==> config.mk <==
export PLATFORM = sky130hd
export DESIGN_NAME = stnf_ctrl
export DESIGN_NICKNAME = d
export VERILOG_FILES = /design/src/rtl/core/stnf_pkg.sv /design/src/rtl/core/stnf_ctrl.sv
export SDC_FILE = /design/constraint.sdc
export NUM_CORES = 1
export LEC_CHECK = 0
export BUFFER_PORTS_ARGS = -buffer_cell sky130_fd_sc_hd__buf_2
export CAP_MARGIN = 20
export CORE_AREA = 2 2 39 41
export CTS_BUF_LIST = sky130_fd_sc_hd__clkbuf_8
export DETAILED_ROUTE_END_ITERATION = 12
export DIE_AREA = 0 0 41 43
export PLACE_DENSITY_LB_ADDON = 0.25
export RECOVER_POWER = 25
export SLEW_MARGIN = 20
export SYNTH_ARGS = -nofsm -noshare
export SYNTH_HDL_FRONTEND = slang
export SYNTH_SLANG_ARGS = --single-unit
==> constraint.sdc <==
create_clock -name clk -period 2.15 [get_ports clk]
set_input_delay 0 -clock clk [delete_from_list [all_inputs] [get_ports clk]]
set_output_delay 0 -clock clk [all_outputs]
set_load 0.02 [all_outputs]
==> src/rtl/core/stnf_pkg.sv <==
// shared types and constants of the novelty fold unit
// no dependencies
`timescale 1ns / 1ps

package stnf_pkg;

  localparam int OP_W       = 2;
  localparam int SLOT_W     = 16;
  localparam int HIT_W      = 8;
  localparam int COUNT_W    = 32;
  localparam int SHIFT_W    = 4;
  localparam int CFG_INDEX_W = 1;
  localparam int CFG_DATA_W = 4;

  localparam logic [OP_W-1:0] OP_TOUCH = 2'd0;
  localparam logic [OP_W-1:0] OP_WALK  = 2'd1;
  localparam logic [OP_W-1:0] OP_END   = 2'd2;

  localparam logic [CFG_INDEX_W-1:0] REG_COARSE_SHIFT = 1'd0;
  localparam logic [CFG_INDEX_W-1:0] REG_COUNT_FINDS  = 1'd1;

  localparam logic [HIT_W-1:0] UNSEEN = 8'hff;

  typedef struct packed {
    logic clear_step;
    logic accept;
    logic modify;
  } ctrl_cmd_t;

  typedef struct packed {
    logic clear_done;
    logic needs_rmw;
    logic is_end;
    logic out_blocked;
  } ctrl_status_t;

endpackage

==> src/rtl/core/stnf_ctrl.sv <==
// controller: clearing pass, item acceptance and read-modify-write sequencing
// depends on stnf_pkg
`timescale 1ns / 1ps

module stnf_ctrl (
  input  logic                  clk,
  input  logic                  rst,
  input  logic                  in_valid,
  output logic                  in_stall,
  input  stnf_pkg::ctrl_status_t sts,
  output stnf_pkg::ctrl_cmd_t   cmd
);

  import stnf_pkg::*;

  typedef enum logic [2:0] {
    ST_CLEAR  = 3'b001,
    ST_IDLE   = 3'b010,
    ST_MODIFY = 3'b100
  } state_t;

  state_t state;
  state_t state_next;
  logic   accept;

  // an end item waits while the previous result is still held
  assign in_stall = (state != ST_IDLE) || (sts.out_blocked && sts.is_end);
  assign accept   = in_valid && !in_stall;

  assign cmd.clear_step = (state == ST_CLEAR);
  assign cmd.accept     = accept;
  assign cmd.modify     = (state == ST_MODIFY);

  always_comb begin
    state_next = state;
    case (state)
      ST_CLEAR: begin
        if (sts.clear_done) begin
          state_next = ST_IDLE;
        end
      end
      ST_IDLE: begin
        if (accept && sts.needs_rmw) begin
          state_next = ST_MODIFY;
        end
      end
      ST_MODIFY: begin
        state_next = ST_IDLE;
      end
      default: begin
        state_next = ST_CLEAR;
      end
    endcase
  end

  always_ff @(posedge clk) begin
    if (rst) begin
      state <= ST_CLEAR;
    end else begin
      state <= state_next;
    end
  end

endmodule

; After elaboration in Yosys (flattened, before gate mapping)
; Index checks and enable logic that the tools add are counted.
[classes]
eq_ne = 6
n_mux = 3
n_reduce_logical = 6
[op_table]
columns = op, n
row1 = $pmux W3 S3, 1
row2 = $mux W3, 2
row3 = $ne A2 B2 Y1 const B, 2
row4 = $eq A3 B1 Y1 const B, 1
row5 = $eq A3 B2 Y1 const B, 1
row6 = $eq A3 B3 Y1 const B, 1
row7 = $logic_and A1 B1 Y1, 3
row8 = $ne A3 B2 Y1 const B, 1
row9 = $reduce_and A2 Y1, 1
row10 = $logic_not A1 Y1, 1
row11 = $logic_or A1 B1 Y1, 1
[word_totals]
ff_bits = 3
inputBits = 7
output_inout_bits = 4
wordCells = 16

; Longest topological paths before layout
[logic_depth]
ltp_word = 7
depth_mapped = 4
ltp_nobuf = 3

; Least setup slack after synthesis
; OpenSTA, ideal clock, no wires.
[synth_timing]
path_kind = register to output
startpoint = reg state[1]
endpoint = out cmd[1] (netlist name)
arrival_ps = 1283
t_required_ps = 2150
path_slack_ps = 867
path_stages_with_launch = 5
n_path_buf = 1
path_cell_list = dfxtp_1 -> or3b_1 -> nand2b_1 -> nor2_1 -> buf_4
[synth_via]
elab_chain_cells = 4
[synth_lines]
columns = element, line
row1 = from (decl), stnf_ctrl.sv:22  ; state_t state;
row2 = from (signal assigned), stnf_ctrl.sv:60  ; state <= state_next;
row3 = $ne A3 B2 Y1, stnf_ctrl.sv:27  ; assign in_stall = (state != ST_IDLE) || (sts.out_blocked && sts.is_end);
row4 = $logic_or A1 B1 Y1, stnf_ctrl.sv:27
row5 = via in_stall, stnf_ctrl.sv:9  ; output logic in_stall,
row6 = $logic_not A1 Y1, stnf_ctrl.sv:28  ; assign accept = in_valid && !in_stall;
row7 = $logic_and A1 B1 Y1, stnf_ctrl.sv:28
row8 = to (decl), stnf_ctrl.sv:11  ; output stnf_pkg::ctrl_cmd_t cmd
; The timed path passes the listed nets, and every way through them passes these cells.

==> PnR_summary.wiki <==
{| class="wikitable"
! Metric !! Value
|-
| Remaining Overflow, GRT || 0
|-
| Cell with the most instances after synthesis || dfxtp_1
|-
| Count of distinct cell types in the synthesized netlist || 16
|-
| Average wire per cell in the routed design || 8.38 um
|-
| Via count of the first global-routing pass || 156
|-
| Synth top cells by count || dfxtp_1 (3), nand2_1 (2), nor2_1 (2), nor3b_1 (2)
|-
| Count of buffers from port buffering || 10
|-
| Hold Crit Class || input pin to flop
|-
| Cell row count || 14
|-
| Starting density of the core || 0.128
|-
| Number of routed nets with antenna violations || 0
|-
| Type of the worst setup path || flop to output pin
|-
| DRT Pass-1 Iters || 1
|-
| Die Outline Area || 1760 sq um
|-
| Worst path max stage delay || 0.41 ns
|-
| Die Ht || 43 um
|-
| Total I/O pin count || 11
|-
| Worst skew pair latency || 0.22 ns
|-
| Clock tree from TritonCTS || done
|-
| Top flip-flop cell by instance count after synthesis || dfxtp_1
|-
| Syn Nets || 28
|-
| Final core utilization || 0.206
|-
| Fraction of the cycle the final worst path needs || 0.675
|-
| Setup TNS || 0 ns
|-
| Max clock buf depth || 2
|-
| Final setup viols || 0
|-
| Final weighted congestion of routability-driven global placement || 0.624
|-
| Number of enable-type register cells in the synthesized netlist || 0
|-
| Max-slew violation total from the final report || 0
|-
| Max reg flops || 3
|-
| Total core area || 1380 sq um
|-
| Die width || 41 um
|-
| Initial DRC count || 0
|-
| Crit Path Max Fanout || 6
|-
| Number of buffers inserted by hold repair at cts || 0
|-
| Required time at the worst-slack endpoint || 2.15 ns
|-
| Clock Pin Slew Worst Setup and Hold Paths || 0.03 ns
|-
| Post-Place Worst Slack || 0.849 ns
|-
| Actual slew at the worst max-slew pin || 0.201 ns
|-
| P_leak || 0.000126 uW
|-
| Async set or reset register ratio after synthesis || 0
|-
| Maximum number of pins on one net before global-route repair || 8
|-
| Aggregate routed wire length || 419 um
|-
| Post-Syn Area || 178 sq um
|-
| CTS buffer count || 3
|-
| Share of the synthesized area in the top cell type || 0.338
|-
| Worst Path Buf+Inv || 1
|-
| Root buf cell || clkbuf_8
|-
| Final hold violations || 0
|-
| Startpoint type of the worst setup path || flop
|-
| Post-cts sizing count || 0
|-
| Final routed DRC violation total || 0
|-
| Category of cells accounting for the largest share of critical-path delay || simple AND/OR/NAND/NOR gates
|-
| Status || complete, no violations
|-
| Wire length of the first global-routing pass || 662 um
|-
| Ant diodes || 0
|-
| Syn_area_per_cell || 8.46 sq um
|-
| Arrival time at the worst endpoint || 1.45 ns
|-
| IR drop worst, VDD || 332 uV
|-
| Proportion of synthesized chip area in sequential cells || 0.338
|-
| Area grow syn2layout || 60.6%
|-
| Final critical delay including setup and external delays || 1.45 ns
|-
| Worst clock skew || 0.00321 ns
|-
| Final net count || 42
|-
| Post-CTS setup buffer count || 0
|-
| Max_cap viols || 0
|-
| Initial antenna violation count || 0
|-
| Top reg by flops || state
|-
| Average vias per placed instance || 3.70
|-
| Fmax achieved || 0.689 GHz
|-
| Synth Warn # || 0
|-
| Yosys top cell by area || dfxtp_1
|-
| FF+latch count, synth || 3
|-
| Power Dens Cells || 881 nW/um^2
|-
| Via Count || 185
|-
| Hold slack || 0.00637 ns
|-
| Crit path max-delay cell type || dfxtp_1
|-
| Worst Setup Slack, final || 0.699 ns
|-
| Clock sink count || 3
|-
| Registers with the highest flip-flop counts || state (3)
|-
| Global-route usage over all layers || 0.0592
|-
| Ordered cell list for the critical path || or3b_1, nand2b_1, nor2_1, buf_2
|-
| Share of post-route cells with drive strength above 1 || 0.412
|-
| H-tree depth reported by CTS || 1
|-
| Slew HR || 0.866
|-
| RSZ-0062 raised after global routing || no
|-
| Synth Instances || 21
|-
| Cells taking the most area after synthesis || dfxtp_1 (34%), nor3b_1 (8.5%), mux2_2 (6.3%)
|-
| CP Capture Type || output pin
|}
power breakdown:
group	internal [uW]	switching, uW
Combinational	12.4	12.4
Clock	122	40.8
Sequential	59.1	4.61
Total	193	57.8
cells in the final DEF, fill, tap and decap left out:
cell and n:
inv_1 2, nor2_1 2, or3b_1 1, nand3_1 1, o21ai_0 1, nor3_1 1, nor3b_1 2, o21a_1 1
clkbuf_8 3, buf_2 10, a311o_1 1, nand2_1 2, dfxtp_1 3, mux2i_1 1, o31ai_1 1, mux2_2 1
nand2b_1 1
cells by family (layout without fill, tap and decap cells):
| family | count (synthesis) | count (layout) | share of synthesized area |
|---|---|---|---|
| and+or+nand+nor | 10 | 10 | 0.310 |
| AOI/OAI and AO/OA | 4 | 4 | 0.169 |
| DFF | 3 | 3 | 0.338 |
| muxes | 2 | 2 | 0.120 |
| buffers and inverters | 2 | 15 | 0.0634 |
per-layer routing:
metal / share of wire / wire length, um / vias to the layer above / global-route usage
met1: 0.59 / 247 / 74 / 0.0900
li1: - / - / 100 / -
met3: 0.14 / 58 / 0 / 0.0314
met4: 0 / 0 / 0 / 0.0600
met2: 0.27 / 113 / 11 / 0.0500
met5: 0 / 0 / - / 0
worst paths after layout:
check | from | to | slack, ns | depth (start not counted)
setup / recovery | state[1] | cmd[1] | 0.70 | 4
hold / removal | rst | state[2] | 0.006 | 2
setup reg to reg | state[1] | state[1] | 0.85 | 3
hold reg to reg | state[2] | state[0] | 0.54 | 1
per-stage QoR:
stage,power (uW),cell area (sq um),instances
final,251,285,50
after floorplan,78.3,178,21
after CTS,255,285,50
after detailed placement,89.5,240,46
after global routing,260,285,50
after global placement,89.9,240,46
layout make-up:
class	count	area (sq um)
clock buffers	3	41.3
clock inverters	1	3.75
fillers	160	1100
inverters	1	3.75
multi-input cells	16	106
flip-flops and latches	3	60.1
well taps	16	20.0
repair buffers	10	50.0
Note: power is estimated with default switching activity, not from simulation.
